<file path="src/hw/rtl/cdtl_pkg.sv">
// shared types and constants of the cube map direction texel lookup
package cdtl_pkg;

    localparam int NUM_FACES = 6;

    localparam int DIR_W   = 16;
    localparam int COORD_W = DIR_W + 1;      // signed face coordinate, holds negated -32768
    localparam int DEN_W   = DIR_W + 1;      // 2m, up to 65536
    localparam int SIZE_W  = 7;              // face_width / face_height registers
    localparam int NUM_W   = 24;             // (s+m)*n, below 2^23
    localparam int Q_W     = 7;              // quotient never exceeds n, n below 128
    localparam int FACE_W  = 3;
    localparam int TCOL_W  = 6;              // wr_col / col / row fields
    localparam int COLOR_W = 24;

    localparam int REG_IDX_W = 1;
    localparam logic [REG_IDX_W-1:0] REG_FACE_WIDTH  = 1'd0;
    localparam logic [REG_IDX_W-1:0] REG_FACE_HEIGHT = 1'd1;

    localparam logic [SIZE_W-1:0] SIZE_RESET = 7'd64;

    typedef enum logic {
        OP_WRITE  = 1'b0,
        OP_LOOKUP = 1'b1
    } t_op;

    typedef enum logic [FACE_W-1:0] {
        FACE_NEG_X = 3'd0,
        FACE_NEG_Y = 3'd1,
        FACE_NEG_Z = 3'd2,
        FACE_POS_X = 3'd3,
        FACE_POS_Y = 3'd4,
        FACE_POS_Z = 3'd5
    } t_face;

    // fields that ride along with a transaction through the pipeline
    typedef struct packed {
        t_op                 op;
        logic                zero;
        t_face               face;
        logic [FACE_W-1:0]   wr_face;
        logic [TCOL_W-1:0]   wr_col;
        logic [TCOL_W-1:0]   wr_row;
        logic [COLOR_W-1:0]  wr_color;
    } t_side;

    // front end to divider
    typedef struct packed {
        logic [NUM_W-1:0] num_s;
        logic [NUM_W-1:0] num_t;
        logic [DEN_W-1:0] den;
        t_side            side;
    } t_div_in;

    // divider to memory stage
    typedef struct packed {
        logic [Q_W-1:0] q_s;
        logic [Q_W-1:0] q_t;
        t_side          side;
    } t_div_out;

endpackage

</file>
<file path="src/hw/rtl/cdtl_div.sv">
// two-lane restoring divider, one quotient bit per pipeline stage
module cdtl_div (
    input  logic               i_clk,
    input  logic               i_rst_n,
    input  logic               i_valid,
    output logic               o_ready,
    input  cdtl_pkg::t_div_in  i_data,
    output logic               o_valid,
    input  logic               i_ready,
    output cdtl_pkg::t_div_out o_data
);

    typedef struct packed {
        logic [cdtl_pkg::NUM_W-1:0] rem_s;
        logic [cdtl_pkg::NUM_W-1:0] rem_t;
        logic [cdtl_pkg::Q_W-1:0]   q_s;
        logic [cdtl_pkg::Q_W-1:0]   q_t;
        logic [cdtl_pkg::DEN_W-1:0] den;
        cdtl_pkg::t_side            side;
    } t_div_stage;

    function automatic t_div_stage div_step(input t_div_stage a, input int unsigned bitpos);
        t_div_stage                 r;
        logic [cdtl_pkg::NUM_W-1:0] trial;
        trial = cdtl_pkg::NUM_W'(a.den) << bitpos;
        r = a;
        if (a.rem_s >= trial) begin
            r.rem_s = a.rem_s - trial;
            r.q_s   = {a.q_s[cdtl_pkg::Q_W-2:0], 1'b1};
        end else begin
            r.q_s   = {a.q_s[cdtl_pkg::Q_W-2:0], 1'b0};
        end
        if (a.rem_t >= trial) begin
            r.rem_t = a.rem_t - trial;
            r.q_t   = {a.q_t[cdtl_pkg::Q_W-2:0], 1'b1};
        end else begin
            r.q_t   = {a.q_t[cdtl_pkg::Q_W-2:0], 1'b0};
        end
        return r;
    endfunction

    t_div_stage               init;
    t_div_stage               n_stg [cdtl_pkg::Q_W];
    t_div_stage               r_stg [cdtl_pkg::Q_W];
    logic [cdtl_pkg::Q_W-1:0] r_vld;
    logic [cdtl_pkg::Q_W:0]   ld;

    always_comb begin
        init.rem_s = i_data.num_s;
        init.rem_t = i_data.num_t;
        init.q_s   = '0;
        init.q_t   = '0;
        init.den   = i_data.den;
        init.side  = i_data.side;
        for (int k = 0; k < cdtl_pkg::Q_W; k++) begin
            n_stg[k] = div_step((k == 0) ? init : r_stg[(k == 0) ? 0 : k-1],
                                cdtl_pkg::Q_W - 1 - k);
        end
    end

    always_comb begin
        ld[cdtl_pkg::Q_W] = i_ready;
        for (int k = cdtl_pkg::Q_W - 1; k >= 0; k--) begin
            ld[k] = !r_vld[k] || ld[k+1];
        end
    end

    assign o_ready = ld[0];

    always_ff @(posedge i_clk) begin
        if (!i_rst_n) begin
            r_vld <= '0;
        end else begin
            for (int k = 0; k < cdtl_pkg::Q_W; k++) begin
                if (ld[k]) begin
                    r_vld[k] <= (k == 0) ? i_valid : r_vld[(k == 0) ? 0 : k-1];
                end
            end
        end
    end

    always_ff @(posedge i_clk) begin
        for (int k = 0; k < cdtl_pkg::Q_W; k++) begin
            if (ld[k]) begin
                r_stg[k] <= n_stg[k];
            end
        end
    end

    assign o_valid     = r_vld[cdtl_pkg::Q_W-1];
    assign o_data.q_s  = r_stg[cdtl_pkg::Q_W-1].q_s;
    assign o_data.q_t  = r_stg[cdtl_pkg::Q_W-1].q_t;
    assign o_data.side = r_stg[cdtl_pkg::Q_W-1].side;

endmodule

</file>
<file path="config.mk">
export PLATFORM = sky130hd
export DESIGN_NAME = cdtl_div
export DESIGN_NICKNAME = d
export VERILOG_FILES = /design/src/hw/rtl/cdtl_pkg.sv /design/src/hw/rtl/cdtl_div.sv
export SDC_FILE = /design/constraint.sdc
export NUM_CORES = 1
export LEC_CHECK = 0
export ABC_AREA = 1
export BUFFER_PORTS_ARGS = -buffer_cell sky130_fd_sc_hd__buf_2
export CORE_MARGIN = 2
export CORE_UTILIZATION = 50
export DETAILED_ROUTE_END_ITERATION = 8
export PLACE_DENSITY = 0.73
export SYNTH_ARGS = -nofsm -noshare
export SYNTH_HDL_FRONTEND = slang
export SYNTH_SLANG_ARGS = --single-unit
</file>
<file path="constraint.sdc">
create_clock -name i_clk -period 11.7 [get_ports i_clk]
set_clock_uncertainty 0.15 [all_clocks]
set_input_delay 0 -clock i_clk [delete_from_list [all_inputs] [get_ports i_clk]]
set_output_delay 0 -clock i_clk [all_outputs]
set_load 0.02 [all_outputs]
</file>
Word level (Yosys, flattened, before mapping)
Memory sizes are Yosys's and may differ from the RTL's.
Index checks and enable logic that the tools add are counted.
W data, S select, Z words.
- add/subtract/negate cells: 14
- $mul: 0
- div/mod/pow operators: 0
- magnitude comparators: 14
- equality and inequality tests: 0
- shift operators: 0
- muxes and demuxes: 42
- bitwise logic cells: 0
- reduce and logical (&&, ||, !) cells: 14
- operators by type and width (operator ; count):
    $mux W24 ; 14
    $ge A24 B17 Y1 ; 2
    $ge A24 B18 Y1 ; 2
    $ge A24 B19 Y1 ; 2
    $ge A24 B20 Y1 ; 2
    $ge A24 B21 Y1 ; 2
    $ge A24 B22 Y1 ; 2
    $ge A24 B23 Y1 ; 2
    $sub A24 B17 Y24 ; 2
    $sub A24 B18 Y24 ; 2
    $sub A24 B19 Y24 ; 2
    $sub A24 B20 Y24 ; 2
    $sub A24 B21 Y24 ; 2
    $sub A24 B22 Y24 ; 2
    $sub A24 B23 Y24 ; 2
    $mux W1 ; 28
    $logic_not A1 Y1 ; 7
    $logic_or A1 B1 Y1 ; 7
- flip-flop bits (word level): 7
- latch bits: 0
- bits in writable memories: 861
- memory bits (read-only): 0
- input bits: 113
- output and inout bits: 60
- word-level logic and storage cells: 92
- memories kept: 1
- memories (name ; words ; width ; read ports ; clocked after Yosys merged registers in ; wr ports ; RTL line ; RTL):
    r_stg ; 7 ; 123 ; 7 ; 0 ; 7 ; cdtl_div.sv:44 ; t_div_stage r_stg [cdtl_pkg::Q_W];

Longest topological paths before layout
Gate-level depths: netlist of the first run.
- word-level depth: 10
- mapped depth: 14
- gate-level depth less buffers: 14

Least setup slack after synthesis of the first run
Ideal clock, no wire load.
- path kind: register -> register
- start: register r_vld[6] (netlist name)
- end: memory r_stg[0][0] (netlist name), enable pin
- library setup time: 1.042 ns
- arrival time: 8.626 ns
- data required time: 10.508 ns
- slack: 1.882 ns
- stages on the path, launching flop included: 6
- path buffers: 0
- period minus slack after synthesis: 9.818 ns
- cell sequence: dfxtp_1 -> nand2_1 -> nor2_1 -> nand4_1 -> nor2_1 -> nand2_1
- RTL lines (element ; RTL line ; RTL):
    from (decl) ; cdtl_div.sv:45 ; logic [cdtl_pkg::Q_W-1:0] r_vld;
    from (signal, indexed assignment) ; cdtl_div.sv:76 ; r_vld[k] <= (k == 0) ? i_valid : r_vld[(k == 0) ? 0 : k-1];
    to (decl) ; cdtl_div.sv:44 ;

Worst setup path after layout of the first run
- start: register r_vld[6] (netlist name)
- end: output o_ready
- word-level cells in the longest chain between the ends: 8
- RTL lines (element ; RTL line ; RTL):
    $logic_not A1 Y1 ; cdtl_div.sv:64 ; ld[k] = !r_vld[k] || ld[k+1];
    $logic_or A1 B1 Y1 ; cdtl_div.sv:64 ;
    net ld, one bit ; cdtl_div.sv:46 ; logic [cdtl_pkg::Q_W:0] ld;
    $logic_or A1 B1 Y1 (4 in a row) ; cdtl_div.sv:64 ;
    net ld, one bit ; cdtl_div.sv:46 ;
    $logic_or A1 B1 Y1 (2 in a row) ; cdtl_div.sv:64 ;
    to (decl) ; cdtl_div.sv:6 ; output logic o_ready,
The timed path passes the listed nets, and every way through them passes these cells.

==> results.py, run 1 <==
metrics = {
    "sta": {
        "fmax_mhz": 211.9,
        "tns_ns": 0,
        "report.final.slew_viol_count": 0,
        "layout_setup_ws_ns": 6.981,
        "hold_ws_ns": 0.01815,
        "period_needed_ns": 4.719,
        "slew_headroom": 0.2657,
        "min_period_over_period": 0.4033,
        "worst_slew_pin_slew_ns": 1.101,
        "finalSetupViolations": 0,
        "grt_setup_unrepaired": "no",
        "hold_viol": 0,
    },
    "detailed_routing": {
        "routedWlPerCell_um": 16.81,
        "vias": 33530,
        "route.detailed.drc": 0,
        "routed_wl_um": 114200,
        "avgViaCountPerCell": 4.936,
        "firstDrtPassIters": 6,
        "drt_iter0_markers": 1863,
        "ant_nets": 0,
    },
    "worst_setup_path": {
        "worst_ep_required_time_ns": 11.55,
        "critical_path.startpoint": "r_vld[6]",
        "critPathCaptureType": "output port",
        "worstPathArrival_ns": 4.57,
        "worstReg2RegStart": "r_vld[6]",
        "start_kind": "register",
        "crit_type": "reg -> out",
        "critPathMaxFanout": 62,
    },
    "die": {
        "fp.dieW_um": 299.5,
        "initial_utilization": 0.5042,
        "fp.coreArea_um2": 86620,
        "fp.dieArea_um2": 89720,
        "boundaryPins": 173,
        "fp-row-count": 108,
        "die_h_um": 299.5,
    },
    "place": {
        "port_buffers": 172,
        "place.gp.congestion": 1.009,
        "place_ws_ns": 7.418,
        "hpwl_um": 88580,
    },
    "power": {
        "power_density_nw_per_um2": 225.3,
        "power.share.sequential": 0.373,
        "p_leak_nw": 24.88,
        "combPwrFrac": 0.403,
        "p_sw_mw": 4.509,
        "p_int_mw": 6.817,
        "power_mw": 11.33,
        "ir_drop_mv": 0.1170,
        "switching_share": 0.3981,
        "pwr-share-clk": 0.224,
    },
    "global_routing": {
        "grt_max_degree": 81,
        "grt_overflow_total": 0,
        "antenna_found_initial": 0,
        "grt.total_usage": 0.2553,
        "grt_first_pass_wirelength_um": 177100,
        "grt_pass1_vias": 33430,
    },
    "synth": {
        "synth_edf_count": 754,
        "yosys.cell_types.count": 36,
        "synth_most_common_cell": "nand2_1",
        "synth_top_area_cell": "edfxtp_1",
        "seq_area_frac_synth": 0.5217,
        "syn_area_um2": 43670,
        "synth_nets": 5521,
        "synthTopCellsByArea": "edfxtp_1 (52%), nand2_1 (18%), inv_1 (7.8%), ha_1 (6.8%), nand3_1 (3.0%)",
        "avgSynthCellArea_um2": 8.467,
        "ys.flop_type": "edfxtp_1",
        "yosys_register_bits": 761,
        "synth_cells": 5158,
        "yosys.area.top_type_share": 0.5185,
        "async_reset_ff_frac": 0,
        "synth_common_cells": "nand2_1 (2,121), inv_1 (911), edfxtp_1 (754)",
        "yosys_warnings": 0,
    },
    "clock_network": {
        "clock_path_buffers": 3,
        "cts_buffers": 79,
        "cts_tree": "yes",
        "clk_latency_ns": 0.64,
        "cts.sink_count": 761,
        "post-cts-setup-buffers": 0,
        "path_clk_slew_ns": 0.06,
        "cts_max_level": 3,
        "cts_root_buf": "clkbuf_16",
    },
    "run": {
        "maxCapViolations": 0,
    },
    "worst_hold_path": {
        "hp-class": "in -> reg",
        "hp-start": "i_ready",
    },
    "final_layout": {
        "layout.nets": 5937,
        "drive_gt1_frac": 0.07878,
        "syn2layout_area_growth_pct": 15.14,
    },
    "status": {
        "status": "finished, final reports clean",
    },
}
repair_timing:
action / 4_1_cts / 5_1_grt
gates resized for setup: 0 / 0
hold buffers: 191 / 0
hold endpoints to repair: 117 / 0
metrics by stage:
stage | instances | cell area, µm² | utilization
floorplan | 5158 | 43670 | -
global placement | 6457 | 45710 | 0.5277
detailed placement | 6457 | 45710 | 0.5277
CTS | 6791 | 50280 | 0.5805
global route | 6791 | 50280 | 0.5805
finish | 6792 | 50280 | 0.5805
cell usage in the layout (no fill, tap or decap), types with 5 or more instances in the layout:
| cell | instances |
|---|---|
| bufinv_16 | 8 |
| nand4_1 | 42 |
| nand4_4 | 5 |
| clkinv_2 | 9 |
| nand4_2 | 6 |
| buf_2 | 172 |
| inv_1 | 909 |
| clkinvlp_4 | 6 |
| xor2_1 | 88 |
| nor2_4 | 15 |
| nor2_1 | 308 |
| clkinv_4 | 5 |
| nand2_2 | 27 |
| nand2_1 | 2118 |
| nand3_1 | 257 |
| dfxtp_1 | 7 |
| o21ai_0 | 33 |
| clkbuf_1 | 13 |
| a21oi_2 | 22 |
| dlygate4sd3_1 | 191 |
| fa_1 | 12 |
| or2_2 | 5 |
| nand3b_1 | 12 |
| nor3_1 | 33 |
| inv_2 | 17 |
| nand3_2 | 14 |
| nor2_2 | 23 |
| clkinv_1 | 11 |
| edfxtp_1 | 754 |
| a21oi_1 | 148 |
| ha_1 | 238 |
| clkbuf_16 | 80 |
| xnor2_1 | 10 |
| buf_4 | 9 |
worst paths after layout:
check | end | slack (ns) | cells past startpoint
setup / recovery | o_ready | 6.98 | 9
hold / removal | r_stg[6][74] | 0.02 | 4
setup reg to reg | r_stg[0][28] | 7.54 | 8
hold reg to reg | r_stg[6][67] | 0.26 | 0
critical path, cell delays in order (launching register included):
cell,delay (ns)
dfxtp_1,0.33
nand2_4,0.06
buf_4,0.62
nor2_1,0.36
nand4_1,0.17
buf_4,0.45
nor2_1,0.22
nand2_4,0.53
buf_4,0.77
buf_2,0.30
metal layers:
metal  global-route usage  up-vias  part of all wire
met2               0.4668      850              0.51
met3              0.02769      292             0.040
met4               0.1510        0             0.063
li1                     -    17190                 -
met1               0.2870    15190              0.39
met5                    0        -                 0
cell type report:
cell class / instances / area (µm²)
clock buffer: 96 / 2092
sequential: 761 / 22780
clock inverter: 47 / 565.5
timing repair buffer: 372 / 2840
fill: 7694 / 36340
tap: 1155 / 1445
inverter: 929 / 3495
multi-input combinational: 3431 / 17060
antenna: 1 / 2.502
power by group through the flow:
stage               Sequential (mW)  Clock, mW  Combinational, mW
floorplan                      4.04          0               3.43
global placement               4.26          0               4.36
detailed placement             4.27          0               4.44
CTS                            4.21       2.59               4.52
global route                   4.26       2.69               5.20
finish                         4.22       2.54               4.56
cell families after synthesis:
logic type	count (synthesis)	synth area share
and+or+nand+nor	2873	0.2699
buffers and inverters	966	0.08850
DFF	761	0.5217
adders and majority gates	250	0.07369
AOI/OAI and AO/OA	210	0.02656
xor gates and xnor gates	98	0.01965
state kept, by name (all words and copies together), names as in the netlist:
name / flops
r_stg: 754
r_vld: 7
No activity file was read; power rests on OpenSTA's default activity.
==> run 2: changes to the inputs <==
Settings changed: ABC_AREA 1 to 0, PLACE_DENSITY 0.73 to 0.76.
Clock period 11.7 ns to 4.1 ns, I/O delays scaled along.
==> run 2 against run 1 <==
  * Final area is 11% lower
  * Combinational power rose by 120%
  * Clock power grew to 2.9 times the previous value
  * Critical path depth down 2
  * Synthesized cell count fell by 42%
  * Critical endpoint is now r_stg[1][114]
  * Highest routed layer unchanged
  * Largest cell class unchanged
==> results.py, run 2 <==
metrics = {
    "status": {
        "status": "finished, final reports clean",
    },
    "worst_setup_path": {
        "worst_ep_required_time_ns": 4.31,
        "cp_cell_sequence": "ha_1, or4b_2, nor4_1, o31a_1, nor2_4, inv_2, mux2_2",
        "critPathMaxFanout": 13,
        "rrSetupSlack_ns": 0.43,
        "critPathCaptureType": "register",
        "slowest_delay_ns": 0.63,
        "crit_path_top_delay_cell": "or4b_2",
        "critical_path.startpoint": "r_stg[0][44]",
        "worstReg2RegStart": "r_stg[0][44]",
        "worstPathArrival_ns": 3.87,
        "start_kind": "register",
        "crit_type": "reg -> reg",
    },
    "power": {
        "combPwrFrac": 0.345,
        "ir_drop_mv": 0.4305,
        "p_sw_mw": 9.730,
        "power.share.sequential": 0.404,
        "p_leak_nw": 17.96,
        "p_int_mw": 19.61,
        "pwr-share-clk": 0.251,
        "power_density_nw_per_um2": 657.6,
        "switching_share": 0.3316,
    },
    "place": {
        "place.gp.congestion": 0.9301,
        "port_buffers": 172,
        "dp.cells": 4095,
        "hpwl_um": 59360,
    },
    "clock_network": {
        "cts_tree": "yes",
        "ctsHoldBuffers": 204,
        "post-cts-setup-buffers": 0,
        "cts_max_level": 3,
        "cts_buffers": 78,
        "clk_latency_ns": 0.64,
        "cts_root_buf": "clkbuf_16",
        "clock_path_buffers": 3,
        "path_clk_slew_ns": 0.06,
        "cts_resized": 0,
        "cts.sink_count": 761,
    },
    "final_layout": {
        "syn2layout_area_growth_pct": 18.42,
        "fin_cells": 4442,
        "final_cell_mix": "edfxtp_1 (754), nand2_1 (240), ha_1 (238)",
        "drive_gt1_frac": 0.1213,
        "regMostFlops": "r_stg",
        "largest_reg_flops": 754,
        "top_regs": "r_stg: 754 flops, r_vld: 7 flops",
        "layout.nets": 3773,
        "final_common_cell": "edfxtp_1",
    },
    "global_routing": {
        "busiest_layer": "met2",
        "met3_usage": 0.02359,
        "grtUsageMet2": 0.3774,
        "grt_max_degree": 116,
        "grt_first_pass_wirelength_um": 130600,
        "grt_pass1_vias": 24800,
        "antenna_found_initial": 1,
        "grt_overflow_total": 0,
        "grt.total_usage": 0.2144,
        "grtUsageMet1": 0.2675,
    },
    "sta": {
        "tns_ns": 0,
        "slew_headroom": 0.2022,
        "min_period_over_period": 0.8940,
        "fmax_mhz": 272.8,
        "worst_slew_pin_slew_ns": 1.193,
        "finalSetupViolations": 0,
        "hold_viol": 0,
        "period_needed_ns": 3.665,
        "grt_setup_unrepaired": "no",
        "report.final.slew_viol_count": 0,
    },
    "synth": {
        "synth_nets": 3346,
        "synth_cells": 2983,
        "async_reset_ff_frac": 0,
        "yosys.area.top_type_share": 0.6009,
        "synth_most_common_cell": "edfxtp_1",
        "synth_top_area_cell": "edfxtp_1",
        "synth_common_cells": "edfxtp_1 (754), nand2_1 (243), ha_1 (238)",
        "avgSynthCellArea_um2": 12.63,
        "seq_area_frac_synth": 0.6046,
        "synthTopCellsByArea": "edfxtp_1 (60%), ha_1 (7.9%), o21ai_0 (2.9%), nand2_1 (2.4%), a21oi_1 (2.3%)",
        "yosys_warnings": 0,
        "ys.flop_type": "edfxtp_1",
        "synth_edf_count": 754,
        "yosys_register_bits": 761,
        "yosys.cell_types.count": 92,
        "syn_area_um2": 37680,
    },
    "detailed_routing": {
        "route.detailed.drc": 0,
        "routed_wl_um": 82720,
        "routedWlPerCell_um": 18.62,
        "avgViaCountPerCell": 5.532,
        "ant_nets": 0,
        "firstDrtPassIters": 5,
        "vias": 24570,
        "drt_iter0_markers": 1965,
    },
    "die": {
        "die_h_um": 278.5,
        "fp-row-count": 100,
        "fp.dieW_um": 278.5,
        "fp.dieArea_um2": 77570,
        "initial_utilization": 0.5053,
        "boundaryPins": 173,
        "fp.coreArea_um2": 74570,
    },
    "worst_hold_path": {
        "hp-class": "in -> reg",
        "hp-start": "i_rst_n",
    },
    "run": {
        "maxCapViolations": 0,
    },
}
[run 2: cell types whose count changed in the layout (fill, tap and decap cells not counted), moves of 48 or more]
cell     previous run  this run
xnor2_1            10        90
inv_1             909       200
o21ai_0            33       220
nand2_1          2118       240
mux2_2              0        48
nand3_1           257        47
a21o_1              0       110
nor2_1            308       130
[run 2: final cells by class]
class                           count  area, µm²
Fill cell                        5752      29950
Sequential cell                   761      22780
Multi-Input combinational cell   1949      13870
Timing Repair Buffer              413       3256
Clock buffer                       91       2001
Tap cell                          969       1212
Inverter                          207      784.5
Clock inverter                     51      708.2
Antenna cell                        1      2.502
[run 2: worst max-delay path, delay by kind of cell (launching register included)]
kind            cells  cell delay [ns]
simple gates        3             1.34
mux                 1             0.38
buf+inv             1             0.28
flops               1             0.44
fa+ha+maj           1             0.35
compound gates      1             0.45
[run 2: kinds of logic after synthesis]
logic type / synth area share
AND/OR/NAND/NOR: 0.08983
multiplexers: 0.01677
XOR/XNOR: 0.04277
AO/OA/AOI/OAI: 0.1320
adder cells (fa/ha/maj): 0.08541
flip-flops: 0.6046
buffers and inverters: 0.02856
[run 2: power groups by stage]
| stage | logic, mW | registers [mW] | clock network (mW) |
|---|---|---|---|
| floorplan | 7.59 | 11.6 | 0 |
| global placement | 9.62 | 11.9 | 0 |
| detailed placement | 9.77 | 12.0 | 0 |
| CTS | 10.0 | 11.8 | 7.49 |
| global route | 11.3 | 12.0 | 7.80 |
| finish | 10.1 | 11.9 | 7.36 |
[run 2: per-stage QoR]
step | utilization | hold WS (ns) | area, µm² | setup WS (ns) | power (mW)
6_report | 0.5984 | 0.06300 | 44620 | 0.4346 | 29.34
5_1_grt | 0.5984 | 0.07450 | 44620 | 0.2653 | 31.17
4_1_cts | 0.5983 | 0.03167 | 44620 | 0.4106 | 29.35
3_5_place_dp | 0.5346 | 0.02822 | 39870 | 0.4532 | 21.74
3_3_place_gp | 0.5346 | 0.02643 | 39870 | 0.4615 | 21.56
2_1_floorplan | - | -0.05113 | 37680 | 0.1167 | 19.18
[run 2: path summary, 6_finish.rpt]
path	end	cells after the start
min	r_vld[3]	3
min reg2reg	r_stg[3][70]	0
max	r_stg[1][114]	7
max reg2reg	r_stg[1][114]	7
[run 2: routing by layer]
layer | vias to the layer above | part of all wire | routed length [µm]
met5 | - | 0 | 0
met4 | 0 | 0.041 | 3398
met3 | 186 | 0.041 | 3362
met2 | 718 | 0.49 | 40900
met1 | 11540 | 0.42 | 35060
li1 | 12130 | - | -
