### config.mk
export PLATFORM = sky130hd
export DESIGN_NAME = cdtl_front
export DESIGN_NICKNAME = d
export VERILOG_FILES = /design/src/hw/rtl/cdtl_pkg.sv /design/src/hw/rtl/cdtl_front.sv
export SDC_FILE = /design/constraint.sdc
export NUM_CORES = 1
export LEC_CHECK = 0
export BUFFER_PORTS_ARGS = -buffer_cell sky130_fd_sc_hd__buf_2
export CAP_MARGIN = 20
export CORE_UTILIZATION = 32
export DETAILED_ROUTE_END_ITERATION = 8
export GPL_ROUTABILITY_DRIVEN = 0
export GPL_TIMING_DRIVEN = 0
export PLACE_DENSITY = 0.45
export SETUP_SLACK_MARGIN = 0.02
export SLEW_MARGIN = 30
export SYNTH_ARGS = -nofsm -noshare
export SYNTH_HDL_FRONTEND = slang
export SYNTH_SLANG_ARGS = --single-unit
export TNS_END_PERCENT = 50
### constraint.sdc
create_clock -name i_clk -period 10.25 [get_ports i_clk]
set_clock_uncertainty 0.1 [all_clocks]
set_input_delay 1.5375 -clock i_clk [delete_from_list [all_inputs] [get_ports i_clk]]
set_output_delay 1.5375 -clock i_clk [all_outputs]
set_load 0.05 [all_outputs]
### src/hw/rtl/cdtl_pkg.sv
// shared types and constants of the cube map direction texel lookup
package cdtl_pkg;

    localparam int NUM_FACES = 6;

    localparam int DIR_W   = 16;
    localparam int COORD_W = DIR_W + 1;      // signed face coordinate, holds negated -32768
    localparam int DEN_W   = DIR_W + 1;      // 2m, up to 65536
    localparam int SIZE_W  = 7;              // face_width / face_height registers
    localparam int NUM_W   = 24;             // (s+m)*n, below 2^23
    localparam int Q_W     = 7;              // quotient never exceeds n, n below 128
    localparam int FACE_W  = 3;
    localparam int TCOL_W  = 6;              // wr_col / col / row fields
    localparam int COLOR_W = 24;

    localparam int REG_IDX_W = 1;
    localparam logic [REG_IDX_W-1:0] REG_FACE_WIDTH  = 1'd0;
    localparam logic [REG_IDX_W-1:0] REG_FACE_HEIGHT = 1'd1;

    localparam logic [SIZE_W-1:0] SIZE_RESET = 7'd64;

    typedef enum logic {
        OP_WRITE  = 1'b0,
        OP_LOOKUP = 1'b1
    } t_op;

    typedef enum logic [FACE_W-1:0] {
        FACE_NEG_X = 3'd0,
        FACE_NEG_Y = 3'd1,
        FACE_NEG_Z = 3'd2,
        FACE_POS_X = 3'd3,
        FACE_POS_Y = 3'd4,
        FACE_POS_Z = 3'd5
    } t_face;

    // fields that ride along with a transaction through the pipeline
    typedef struct packed {
        t_op                 op;
        logic                zero;
        t_face               face;
        logic [FACE_W-1:0]   wr_face;
        logic [TCOL_W-1:0]   wr_col;
        logic [TCOL_W-1:0]   wr_row;
        logic [COLOR_W-1:0]  wr_color;
    } t_side;

    // front end to divider
    typedef struct packed {
        logic [NUM_W-1:0] num_s;
        logic [NUM_W-1:0] num_t;
        logic [DEN_W-1:0] den;
        t_side            side;
    } t_div_in;

    // divider to memory stage
    typedef struct packed {
        logic [Q_W-1:0] q_s;
        logic [Q_W-1:0] q_t;
        t_side          side;
    } t_div_out;

endpackage

### src/hw/rtl/cdtl_front.sv
// face selection and numerator product, two pipeline stages
module cdtl_front (
    input  logic                         i_clk,
    input  logic                         i_rst_n,
    input  logic                         i_valid,
    output logic                         o_ready,
    input  cdtl_pkg::t_op                i_op,
    input  logic [cdtl_pkg::DIR_W-1:0]   i_dir_x,
    input  logic [cdtl_pkg::DIR_W-1:0]   i_dir_y,
    input  logic [cdtl_pkg::DIR_W-1:0]   i_dir_z,
    input  logic [cdtl_pkg::FACE_W-1:0]  i_wr_face,
    input  logic [cdtl_pkg::TCOL_W-1:0]  i_wr_col,
    input  logic [cdtl_pkg::TCOL_W-1:0]  i_wr_row,
    input  logic [cdtl_pkg::COLOR_W-1:0] i_wr_color,
    input  logic [cdtl_pkg::SIZE_W-1:0]  i_width,
    input  logic [cdtl_pkg::SIZE_W-1:0]  i_height,
    output logic                         o_valid,
    input  logic                         i_ready,
    output cdtl_pkg::t_div_in            o_data
);

    typedef struct packed {
        logic signed [cdtl_pkg::COORD_W-1:0] s;
        logic signed [cdtl_pkg::COORD_W-1:0] t;
        logic [cdtl_pkg::COORD_W-1:0]        m;
        cdtl_pkg::t_side                     side;
    } t_sel;

    logic signed [cdtl_pkg::COORD_W-1:0] vx, vy, vz;
    logic [cdtl_pkg::COORD_W-1:0]        ax, ay, az;
    logic [1:0]                          dim;
    logic                                pos;
    t_sel                                n_sel, r_sel;
    cdtl_pkg::t_div_in                   n_prod, r_prod;
    logic                                r_vld_sel, r_vld_prod;
    logic                                ld_sel, ld_prod;
    logic signed [cdtl_pkg::COORD_W:0]   sum_s, sum_t;
    logic [cdtl_pkg::COORD_W-1:0]        us, ut;

    // stage 1: dominant axis, face, face coordinates
    always_comb begin
        vx = cdtl_pkg::COORD_W'($signed(i_dir_x));
        vy = cdtl_pkg::COORD_W'($signed(i_dir_y));
        vz = cdtl_pkg::COORD_W'($signed(i_dir_z));
        ax = (vx < 0) ? cdtl_pkg::COORD_W'(-vx) : cdtl_pkg::COORD_W'(vx);
        ay = (vy < 0) ? cdtl_pkg::COORD_W'(-vy) : cdtl_pkg::COORD_W'(vy);
        az = (vz < 0) ? cdtl_pkg::COORD_W'(-vz) : cdtl_pkg::COORD_W'(vz);

        // lowest axis wins a tie
        dim = 2'd0;
        n_sel.m = ax;
        if (ay > n_sel.m) begin
            dim = 2'd1;
            n_sel.m = ay;
        end
        if (az > n_sel.m) begin
            dim = 2'd2;
            n_sel.m = az;
        end

        n_sel.side.op       = i_op;
        n_sel.side.zero     = (n_sel.m == '0);
        n_sel.side.wr_face  = i_wr_face;
        n_sel.side.wr_col   = i_wr_col;
        n_sel.side.wr_row   = i_wr_row;
        n_sel.side.wr_color = i_wr_color;

        case (dim)
            2'd0:    pos = (vx > 0);
            2'd1:    pos = (vy > 0);
            default: pos = (vz > 0);
        endcase

        case (dim)
            2'd0: begin
                n_sel.side.face = pos ? cdtl_pkg::FACE_POS_X : cdtl_pkg::FACE_NEG_X;
                n_sel.s = pos ? -vz : vz;
                n_sel.t = -vy;
            end
            2'd1: begin
                n_sel.side.face = pos ? cdtl_pkg::FACE_POS_Y : cdtl_pkg::FACE_NEG_Y;
                n_sel.s = vx;
                n_sel.t = pos ? vz : -vz;
            end
            default: begin
                n_sel.side.face = pos ? cdtl_pkg::FACE_POS_Z : cdtl_pkg::FACE_NEG_Z;
                n_sel.s = vx;
                n_sel.t = pos ? -vy : vy;
            end
        endcase
    end

    // stage 2: (c+m)*n and 2m
    always_comb begin
        sum_s = (cdtl_pkg::COORD_W+1)'(r_sel.s) + $signed({2'b00, r_sel.m[cdtl_pkg::COORD_W-2:0]})
              + $signed({1'b0, r_sel.m[cdtl_pkg::COORD_W-1], {(cdtl_pkg::COORD_W-1){1'b0}}});
        sum_t = (cdtl_pkg::COORD_W+1)'(r_sel.t) + $signed({2'b00, r_sel.m[cdtl_pkg::COORD_W-2:0]})
              + $signed({1'b0, r_sel.m[cdtl_pkg::COORD_W-1], {(cdtl_pkg::COORD_W-1){1'b0}}});
        us = sum_s[cdtl_pkg::COORD_W-1:0];
        ut = sum_t[cdtl_pkg::COORD_W-1:0];
        n_prod.num_s = cdtl_pkg::NUM_W'(us) * cdtl_pkg::NUM_W'(i_width);
        n_prod.num_t = cdtl_pkg::NUM_W'(ut) * cdtl_pkg::NUM_W'(i_height);
        n_prod.den   = cdtl_pkg::DEN_W'({r_sel.m, 1'b0});
        n_prod.side  = r_sel.side;
    end

    // bubbles collapse: a stage loads when empty or when its content moves on
    assign ld_prod = !r_vld_prod || i_ready;
    assign ld_sel  = !r_vld_sel || ld_prod;
    assign o_ready = ld_sel;

    always_ff @(posedge i_clk) begin
        if (!i_rst_n) begin
            r_vld_sel  <= 1'b0;
            r_vld_prod <= 1'b0;
        end else begin
            if (ld_sel) begin
                r_vld_sel <= i_valid;
            end
            if (ld_prod) begin
                r_vld_prod <= r_vld_sel;
            end
        end
    end

    always_ff @(posedge i_clk) begin
        if (ld_sel) begin
            r_sel <= n_sel;
        end
        if (ld_prod) begin
            r_prod <= n_prod;
        end
    end

    assign o_valid = r_vld_prod;
    assign o_data  = r_prod;

endmodule

-- Word-level counts from Yosys, hierarchy flattened
Cells that the tools add are included.
- memories kept: 0
- flip-flop bits (word level): 205
- bits in latches: 0
- bits in read-only memories: 0
- logic and storage cells: 62
- RAM bits: 0
- output and inout bits: 111
- input bits: 106
- shift operators: 0
- magnitude comparators: 8
- mux-type cells: 16
- $add $sub $neg: 7
- multipliers: 2
- reduce and logical (&&, ||, !) cells: 6
- div/mod/pow operators: 0
- equal/unequal tests: 1
- bitwise logic cells: 0
- operators by type and width (kind ; number):
    $mux W17 ; 8
    $add A17 B17 Y17 ; 4
    $pmux W34 S2 ; 1
    $neg A16 Y17 ; 3
    $gt A16 B1 Y1 const B ; 3
    $lt A16 B1 Y1 const B ; 3
    $mul A17 B7 Y24 ; 2
    $gt A17 B17 Y1 ; 2
    $logic_not A17 Y1 ; 1
    $mux W3 ; 2
    $pmux W3 S2 ; 1
    $mux W2 ; 2
    $eq A2 B1 Y1 const B ; 1
    $logic_not A1 Y1 ; 2
    $logic_not A2 Y1 ; 1
    $logic_or A1 B1 Y1 ; 2
    $pmux W1 S2 ; 1
    $mux W1 ; 1

-- Longest topological paths before layout
Gate-level depths: netlist (run 1).
- word-level depth: 10
- depth in mapped cells: 29
- gate-level depth less buffers: 25

-- Worst setup path after synthesis (run 1)
OpenSTA, ideal clock, no wires.
- kind: input -> register
- start point: in i_dir_y[7] (netlist name)
- end point: reg r_sel[68] (netlist name) (data pin)
- setup slack: 2.589 ns
- data required time: 9.879 ns
- stages on the path: 25
- data arrival time: 7.290 ns
- buffers on the path: 3
- setup time: 0.271 ns
- cells stage by stage: buf_2 or3_1 or4_1 or3_1 or3_1 inv_1 ha_1 ha_1 and2_1 a221oi_1 a31oi_1 nand2_1 buf_2 o21ai_0 ha_1 a21oi_1 o22ai_1 o21a_1 o31ai_1 nand2_1 o31a_1 buf_2 nor2_1 xnor2_1 o22ai_1
- RTL lines (element ; line ; text):
    start, declared ; cdtl_front.sv:9 ; input logic [cdtl_pkg::DIR_W-1:0] i_dir_y,
    end signal, assigned ; cdtl_front.sv:128 ; r_sel <= n_sel;
    end, declared ; cdtl_front.sv:33 ; t_sel n_sel, r_sel;

==> results of run 1 <==
-- worst max path at each step --
| stage | startpoint | end | slack [ns] | depth (start not counted) |
|---|---|---|---|---|
| 4_1_cts | i_dir_y[0] | r_sel[66] | 1.13 | 28 |
| 6_report | i_dir_y[0] | r_sel[66] | 0.93 | 28 |
| 3_5_place_dp | i_dir_y[0] | r_sel[66] | 0.55 | 28 |
| 5_1_grt | i_dir_y[0] | r_sel[70] | 0.63 | 28 |
| 3_3_place_gp | i_dir_y[0] | r_sel[67] | 0.28 | 28 |
| 2_1_floorplan | i_dir_y[7] | r_sel[68] | 2.59 | 25 |
-- layer usage --
metal | part of all wire [%] | up-vias
li1 | - | 6471
met1 | 47 | 6662
met2 | 46 | 348
met3 | 4.6 | 70
met4 | 2.3 | 0
met5 | 0 | -
-- state kept, by name, summed over array words and instances (netlist names) --
name / cells
r_sel: 35
o_valid: 1
r_vld_sel: 1
n_prod: 60
o_data: 108
-- per-stage QoR --
step	instances	utilization, %	area [µm²]	hold slack (ns)
after floorplan	1753	-	17800	0.300
after global placement	2696	35.8	19700	0.301
after detailed placement	2699	36.0	19800	0.305
after CTS	2748	37.7	20800	0.316
after global routing	2748	37.7	20800	0.329
final	2748	37.7	20800	0.314
-- cell usage after synthesis, types with 33 or more instances --
cell	n	area [µm²]
o21ai_0	75	375
inv_1	175	657
xnor2_1	83	727
nor3_1	33	165
edfxtp_1	203	6100
clkbuf_1	47	176
nand2_1	280	1050
a21oi_1	85	425
xor2_1	50	438
nor2_1	71	267
fa_1	150	3000
and2_1	69	432
ha_1	159	1990
-- worst register-to-register path, stage by stage, from the launching register on --
cell,delay (ns)
edfxtp_1,0.43
ha_1,0.23
fa_1,0.40
a21o_1,0.19
a21oi_1,0.26
o21ai_0,0.19
a31o_2,0.25
o41a_1,0.37
a21o_1,0.20
a21oi_1,0.16
xnor2_1,0.32
nand2_1,0.16
fa_1,0.53
inv_1,0.06
fa_1,0.47
fa_1,0.52
fa_1,0.50
ha_1,0.39
and3_1,0.26
nand3_1,0.10
a211oi_1,0.41
nor2_1,0.13
a21oi_1,0.26
a21o_1,0.16
a21oi_1,0.07
xnor2_1,0.13
-- area by class of cell --
cell class	count	area (µm²)	share of cell area (%)
Buffer	56	229	1.10
Clock buffer	29	683	3.29
Clock inverter	20	250	1.21
Inverter	175	664	3.20
Multi-Input combinational cell	1317	10800	52.1
Sequential cell	205	6140	29.6
Tap cell	748	936	4.51
Timing Repair Buffer	198	1050	5.06
-- kinds of logic after synthesis --
kind of cell,synth area share (%)
and+or+nand+nor,14.6
adders and majority gates,28.0
AOI/OAI and AO/OA,10.9
buffers and inverters,4.97
DFF,34.4
xor gates and xnor gates,6.63
muxes,0.407
other,0.0422
==> out/results.ini, run 1 <==
[outcome]
outcome=finished, final reports clean

[critical_path]
cp-start-kind=input pin
worst_path_max_delay_cell=o31ai_2
rrSetupSlack_ns=2.77
max_stage_delay_ns=0.67
crit_type=in2reg
cp.required_ns=10.42
arrival_ns=9.49
cp_max_fo=10
worst-path-buf-inv=5
r2r_cells=25
cp-end-kind=flop
crit_top_cell=nand2_1
rr_startpoint=n_prod[45]
path_delay_family=compound AO/OA/AOI/OAI gates
r2r_end=o_data[108]

[clock_tree]
cts.clk_slew.worst_paths_ns=0.06
post_cts_buffers=0
htreeDepth=1
clock_latency_ns=0.57
cts_sinks=205
cts_resized=0
cts_tree=done
numCtsBuffers=27
cts_hold_buf=0
cts_max_path_buffers=3
cts_root_buf=clkbuf_16

[yosys]
yosysUniqueCellTypes=67
seq_area_frac_synth_pct=34.4
synth.ff_latch_count=205
syn_nets=2168
syn_area_per_cell_um2=10.2
yosysWarnings=0
synth_area_mm2=0.0178
synth_edf_count=203
ys.flop_type=edfxtp_1
async_flop_share_pct=0
synth_cells=1753

[sta]
rsz0062_at_grt=false
relSlewSlack_pct=44.5
fmaxAchievable_mhz=107
slew_viol_final=0
fin_crit_sh_pct=91.0
fin_tns_setup_ns=0
finalSetupViolations=0
tightestPinTransition_ns=0.826
fin_ws_ns=0.926
hold_violations=0
period_minus_slack_ns=9.32

[grt]
grt_util_met1_pct=25.7
grt_pass1_wl_mm=78.6
busiest_layer=met2
grt_util_all_layers_pct=17.9
use_met3_pct=2.00
grt_max_degree=60
grt_util_met2_pct=28.5
gr-total-overflow=0
antenna_found_initial=1
first_global_vias=13700

[floorplanning]
die_y_um=238
io_pins=217
rows=86
core_area_mm2=0.0551
die_w_um=238
initial_utilization_pct=32.3
die_area_mm2=0.0566

[placed_design]
place_ws_ns=0.553
portBuffers=195
dp_hpwl_mm=41.4

[drt]
antenna_left=0
avgRoutedWirePerCell_um=18.4
vias=13600
viasPerCell=4.93
firstDrtPassIters=5
wl_mm=50.6
drc=0
drtIter0Drc=792

[hold_path]
hold_end=o_data[30]
holdCritPathClass=reg2reg
hp-start=n_prod[30]
hold_depth=0

[layout]
fin_nets=2395
area_delta_synth_final_pct=16.5
final_cell_mix=nand2_1 (279), edfxtp_1 (203), buf_2 (201)
antenna_cells=0
drive_above_1_share_pct=13.7
final_common_cell=nand2_1
nFillCells=5688

[run]
maxCapViolCount=0

Power of run 1 is left out: the tool's default activity adds up to more than one toggle a clock period on the data nets, which glitch-free logic cannot reach.
==> run 2, diff against run 1 <==
--- a/config.mk
+++ b/config.mk
@@ -12,5 +12,4 @@
 export GPL_ROUTABILITY_DRIVEN = 0
 export GPL_TIMING_DRIVEN = 0
-export PLACE_DENSITY = 0.45
 export SETUP_SLACK_MARGIN = 0.02
 export SLEW_MARGIN = 30
==> constraint.sdc (replaced) <==
create_clock -name i_clk -period 10.25 [get_ports i_clk]
set_clock_uncertainty 0.1 [all_clocks]
set_input_delay 0.5125 -clock i_clk [delete_from_list [all_inputs] [get_ports i_clk]]
set_output_delay 0.5125 -clock i_clk [all_outputs]
set_load 0.05 [all_outputs]
==> run 2 against run 1 <==
Flip-flop and latch count unchanged. Maximum frequency up 15%. Hold slack worse by 0.25 ns. Critical path depth unchanged. Non-clock buffer count up 38. Final area up 1.5%. Sequential share of layout area down 0.43 points. Final cell count up 1.3%. Via count up 1.7%. Critical endpoint is now r_sel[70]. Largest cell class unchanged.
==> out/results.ini, run 2 (same netlist as run 1, synthesis figures left out) <==
[outcome]
outcome=finished, final reports clean

[layout]
antenna_cells=0  ; unchanged
final_util_pct=38.2  ; +0.56 points
fin_nets=2431  ; +1.5%
regArea_mm2=0.00614  ; unchanged
final_cell_mix=nand2_1 (279), edfxtp_1 (203), buf_2 (201)
final_common_cell=nand2_1
nFillCells=5525  ; -2.9%
multi_input_area_mm2=0.0108  ; about the same
largest_register_ffs=108  ; unchanged
drive_above_1_share_pct=13.2  ; -0.48 points
area_delta_synth_final_pct=18.2

[grt]
grt_pass1_wl_mm=75.2  ; -4.3%
gr-total-overflow=0  ; unchanged
grt_util_all_layers_pct=16.7  ; -1.2 points
antenna_found_initial=2  ; +1
grt_max_degree=86  ; +43%
first_global_vias=14000  ; +1.6%

[floorplanning]
die_w_um=238  ; unchanged
io_pins=217  ; unchanged
core_area_mm2=0.0551  ; unchanged
die_y_um=238  ; unchanged
initial_utilization_pct=32.3  ; unchanged
rows=86  ; unchanged
die_area_mm2=0.0566  ; unchanged

[clock_tree]
clock_latency_ns=0.56  ; about the same
cts_tree=done
cts_max_path_buffers=3  ; unchanged
cts_sinks=205  ; unchanged
cts.clk_slew.worst_paths_ns=0.06  ; about the same
htreeDepth=1  ; unchanged
numCtsBuffers=25  ; -7.4%
cts_root_buf=clkbuf_16
cts_resized=0  ; unchanged

[sta]
relSlewSlack_pct=37.0  ; -7.5 points
slew_viol_final=0  ; unchanged
rsz0062_at_grt=false
period_minus_slack_ns=8.12  ; -1.20 ns
finalSetupViolations=0  ; unchanged
hold_violations=0  ; unchanged
fin_hold_ws_ns=0.0637  ; -0.250 ns
fin_crit_sh_pct=79.2  ; -12 points
tightestPinTransition_ns=0.937  ; +0.111 ns
fmaxAchievable_mhz=123  ; +15%
fin_tns_setup_ns=0  ; unchanged

[drt]
viasPerCell=4.95  ; +0.37%
wl_mm=47.3  ; -6.6%
antenna_left=0  ; unchanged
vias=13800  ; +1.7%
drtIter0Drc=1072  ; +35%
drc=0  ; unchanged
avgRoutedWirePerCell_um=17.0  ; -7.8%
firstDrtPassIters=5  ; unchanged

[critical_path]
cp-end-kind=flop
arrival_ns=8.31  ; -1.18 ns
cp-start-kind=input pin
crit_type=in2reg
cp_max_fo=10  ; unchanged
cp.required_ns=10.43  ; about the same

[placed_design]
portBuffers=195  ; unchanged
dp_hpwl_mm=38.4  ; -7.2%

[run]
maxCapViolCount=0  ; unchanged

[hold_path]
holdCritPathClass=in2reg

[run 2: cell count changes in the layout (fill, tap and decap cells not counted), sizes merged]
| cell | change |
|---|---|
| clkinvlp | +2 |
| clkinv | -4 |
| clkbuf | -1 |
| bufinv | -1 |
| inv | +1 |
| dlygate4sd3 | +38 |
[run 2: path summary, 6_finish.rpt]
check,startpoint,end,slack [ns],depth (start not counted)
setup / recovery,i_dir_y[0],r_sel[70],2.13,28
hold / removal,i_wr_row[4],n_prod[28],0.06,1
setup reg to reg,n_prod[45],o_data[108],2.89,25
hold reg to reg,n_prod[43],o_data[43],0.32,0
[run 2: metrics by stage]
stage / std cells / cell area [µm²] / worst slack, ns
4_1_cts: 2783 / 21100 / 2.32
6_report: 2783 / 21100 / 2.13
2_1_floorplan: 1753 / 17800 / 3.61
5_1_grt: 2783 / 21100 / 1.57
3_5_place_dp: 2699 / 19800 / 1.74
3_3_place_gp: 2696 / 19700 / 1.81
[run 2: cell type report]
type	instances	area share, %
multi-input combinational	1317	51.3
sequential	205	29.1
timing repair buffer	236	6.80
tap	748	4.44
inverter	175	3.15
clock buffer	28	3.02
clock inverter	18	1.09
buffer	56	1.09
[run 2: critical path: stages]
cell	delay, ns
buf_2	0.11
inv_1	0.17
ha_1	0.24
or3b_1	0.41
or3b_1	0.45
or3_1	0.37
nand2_1	0.10
xor2_1	0.32
inv_1	0.09
ha_1	0.29
o21ai_0	0.08
o21ai_0	0.19
o211ai_1	0.21
a31oi_1	0.51
nand2_1	0.32
buf_2	0.28
o21ai_0	0.41
ha_1	0.31
nand3_1	0.11
o22ai_1	0.09
o21a_1	0.19
o31ai_1	0.79
nand2_1	0.25
o31ai_2	0.62
buf_2	0.34
nand2_1	0.09
xor2_1	0.29
o22ai_1	0.15
[run 2: layer usage]
metal | up-vias | part of all wire, % | global-route usage [%]
met3 | 72 | 6.7 | 2.83
met4 | 4 | 2.8 | 5.24
met2 | 427 | 46 | 27.2
met5 | - | 0.059 | 0
met1 | 6729 | 44 | 22.6
li1 | 6543 | - | -
[run 2: what timing repair did]
item / in CTS / in global routing
hold endpoints to repair: 38 / 0
hold buffers: 38 / 0
buffers inserted: 0 / 0
Power of run 2 is left out for the same reason.
==> run 3, diff against run 2 <==
ABC_AREA = 1   (was unset)
clock period = 7.6 ns   (was 10.25 ns; I/O delays follow)
==> run 3 against run 2 <==
Sequential share of layout area down 1.1 points. Final area up 4.0%. Flip-flop and latch count unchanged. Largest cell class unchanged.
==> out/results.ini, run 3 <==
[outcome]
outcome=finished, final reports clean

[run]
maxCapViolCount=0  ; unchanged

[drt]
wl_mm=53.4  ; +13%
avgRoutedWirePerCell_um=16.7  ; -1.6%
drtIter0Drc=1258  ; +17%
drc=0  ; unchanged
antenna_left=0  ; unchanged
firstDrtPassIters=6  ; +1
viasPerCell=4.95  ; about the same
vias=15800  ; +15%

[yosys]
yosysTopAreaCellShare_pct=32.7  ; -1.5 points
yosysUniqueCellTypes=48  ; -28%
yosysWarnings=0  ; unchanged
synth_edf_count=203  ; unchanged
synth.area.top_cells=edfxtp_1 (33%), fa_1 (16%), nand2_1 (11%), ha_1 (11%), inv_1 (6.0%)
seq_area_frac_synth_pct=32.9  ; -1.5 points
syn_area_per_cell_um2=8.75  ; -14%
synth.ff_latch_count=205  ; unchanged
syn_nets=2544  ; +17%
synth_top_cell_by_area=edfxtp_1
ys.flop_type=edfxtp_1
yosysMostFrequentCell=nand2_1
synth_area_mm2=0.0186  ; +4.6%
synth_commonest_cells=nand2_1 (540), inv_1 (299), edfxtp_1 (203), nand3_1 (172), ha_1 (159)
async_flop_share_pct=0  ; unchanged
synth_cells=2129  ; +21%

[floorplanning]
die_w_um=243  ; +2.2%
initial_utilization_pct=32.3  ; about the same
die_area_mm2=0.0592  ; +4.5%
core_area_mm2=0.0576  ; +4.5%
io_pins=217  ; unchanged
die_y_um=243  ; +2.2%
rows=88  ; +2.3%

[grt]
grt_pass1_wl_mm=83.8  ; +12%
gr-total-overflow=0  ; unchanged
grt_util_all_layers_pct=17.8  ; +1.1 points
antenna_found_initial=1  ; -1
grt_max_degree=48  ; -44%
first_global_vias=15500  ; +11%

[sta]
slew_viol_final=0  ; unchanged
fin_crit_sh_pct=87.1
fmaxAchievable_mhz=151
hold_violations=0  ; unchanged
period_minus_slack_ns=6.62
tightestPinTransition_ns=0.787  ; -0.150 ns
relSlewSlack_pct=47.2  ; +10 points
rsz0062_at_grt=false
fin_tns_setup_ns=0  ; unchanged
finalSetupViolations=0  ; unchanged

[critical_path]
cp-end-kind=flop
cp_max_fo=7  ; -3
rr_startpoint=n_prod[45]
cp.required_ns=7.77  ; -2.66 ns
r2r_cells=25  ; unchanged
arrival_ns=6.79  ; -1.52 ns
cp-start-kind=flop
rrSetupSlack_ns=0.98  ; -1.91 ns
crit_type=reg2reg
r2r_end=o_data[84]

[layout]
regArea_mm2=0.00614  ; unchanged
nFillCells=5817  ; +5.3%
fin_nets=2827  ; +16%
area_delta_synth_final_pct=17.5
final_cell_mix=nand2_1 (539), inv_1 (299), buf_2 (224)
largest_register_ffs=108  ; unchanged
drive_above_1_share_pct=13.6  ; +0.46 points
final_common_cell=nand2_1
stdcell_area_mm2=0.0219  ; +4.0%
multi_input_area_mm2=0.0111  ; +2.9%

[placed_design]
portBuffers=211  ; +8.2%
dpl_cell_area_mm2=0.0208  ; +4.7%
dp_hpwl_mm=43.4  ; +13%

[clock_tree]
cts_tree=done
cts.clk_slew.worst_paths_ns=0.06  ; about the same
htreeDepth=1  ; unchanged
cts_max_path_buffers=3  ; unchanged
numCtsBuffers=23  ; -8.0%
clock_latency_ns=0.52  ; -0.04 ns
cts_root_buf=clkbuf_16
post_cts_buffers=0  ; unchanged
cts_sinks=205  ; unchanged

[hold_path]
hold_depth=3  ; +2
hold_end=r_sel[75]
hp-start=i_dir_y[14]
holdCritPathClass=in2reg

==> run 3: cell count changes after synthesis, moves of 17 or more <==
cell / previous run / this run
nor2_1: 71 / 134
or2_2: 4 / 26
and2_1: 69 / 6
inv_1: 175 / 299
nand2_1: 280 / 540
nor3_1: 33 / 9
nand4_1: 10 / 46
nand3_1: 23 / 172
xnor2_1: 83 / 19
a21o_1: 23 / 6
or3_1: 19 / 0
clkbuf_1: 47 / 26
==> run 3: per-stage QoR <==
stage / setup slack, ns / cells / hold slack [ns] / util [%]
5_1_grt: 0.529 / 3193 / 0.128 / 38.0
3_3_place_gp: 1.07 / 3105 / 0.301 / 35.8
6_report: 0.977 / 3195 / 0.130 / 38.0
2_1_floorplan: 1.88 / 2129 / 0.300 / -
4_1_cts: 0.974 / 3193 / 0.100 / 38.0
3_5_place_dp: 1.02 / 3109 / 0.305 / 36.0
==> run 3: kinds of logic after synthesis <==
| kind of cell | Yosys count | synth area share, % |
|---|---|---|
| AND/OR/NAND/NOR | 961 | 22.5 |
| buffers and inverters | 355 | 7.54 |
| adder cells (fa/ha/maj) | 309 | 26.8 |
| AO/OA/AOI/OAI | 214 | 6.28 |
| flip-flops | 205 | 32.9 |
| XOR/XNOR | 83 | 3.94 |
| other | 2 | 0.0403 |
==> run 3: worst max-delay path, cell delays in order (launching register included) <==
cell and delay [ns]:
edfxtp_1 0.45, ha_1 0.25, fa_1 0.40, nand2_1 0.08, nand2_1 0.06, o21ai_2 0.08, o21ai_2 0.11, a21boi_1 0.20
o21ai_1 0.12, nand3_1 0.08, nand2_1 0.07, xor2_1 0.48, nand2_1 0.15, fa_1 0.53, fa_1 0.54, inv_1 0.05
fa_1 0.52, fa_1 0.43, ha_1 0.40, nand2_1 0.13, nor4_1 0.43, nand4_1 0.16, nand3_1 0.23, nand4_1 0.12
nand3_1 0.12, xor2_1 0.07
==> run 3: routing by layer <==
| layer | GRT usage [%] | wire, µm | vias to the layer above | share of wire (%) |
|---|---|---|---|---|
| met5 | 0 | 13 | - | 0.024 |
| met4 | 6.09 | 1760 | 2 | 3.3 |
| met3 | 2.82 | 4370 | 101 | 8.2 |
| met2 | 28.9 | 24200 | 665 | 45 |
| met1 | 24.2 | 23200 | 7497 | 43 |
| li1 | - | - | 7550 | - |
==> run 3: area by class of cell <==
| type | count | area share (%) |
|---|---|---|
| antenna | 2 | 0.0229 |
| buffer | 49 | 1.15 |
| clock buffer | 27 | 2.74 |
| clock inverter | 14 | 0.474 |
| inverter | 306 | 5.26 |
| multi-input combinational | 1569 | 50.7 |
| sequential | 205 | 28.0 |
| tap | 765 | 4.37 |
| timing repair buffer | 258 | 7.22 |
==> run 3: what timing repair did <==
item / CTS / global route
hold buffers: 43 / 0
resized for setup: 0 / 0
endpoints found under the hold margin: 42 / 0
==> run 3: worst max path at each step <==
stage                           from           to  slack [ns]
final                     n_prod[45]   o_data[84]        0.98
after global routing      n_prod[45]  o_data[108]        0.53
after CTS                 n_prod[45]   o_data[84]        0.97
after detailed placement  n_prod[45]   o_data[84]        1.02
after global placement    n_prod[45]  o_data[108]        1.07
after floorplan           n_prod[45]  o_data[108]        1.88
Power of run 3 is left out for the same reason.
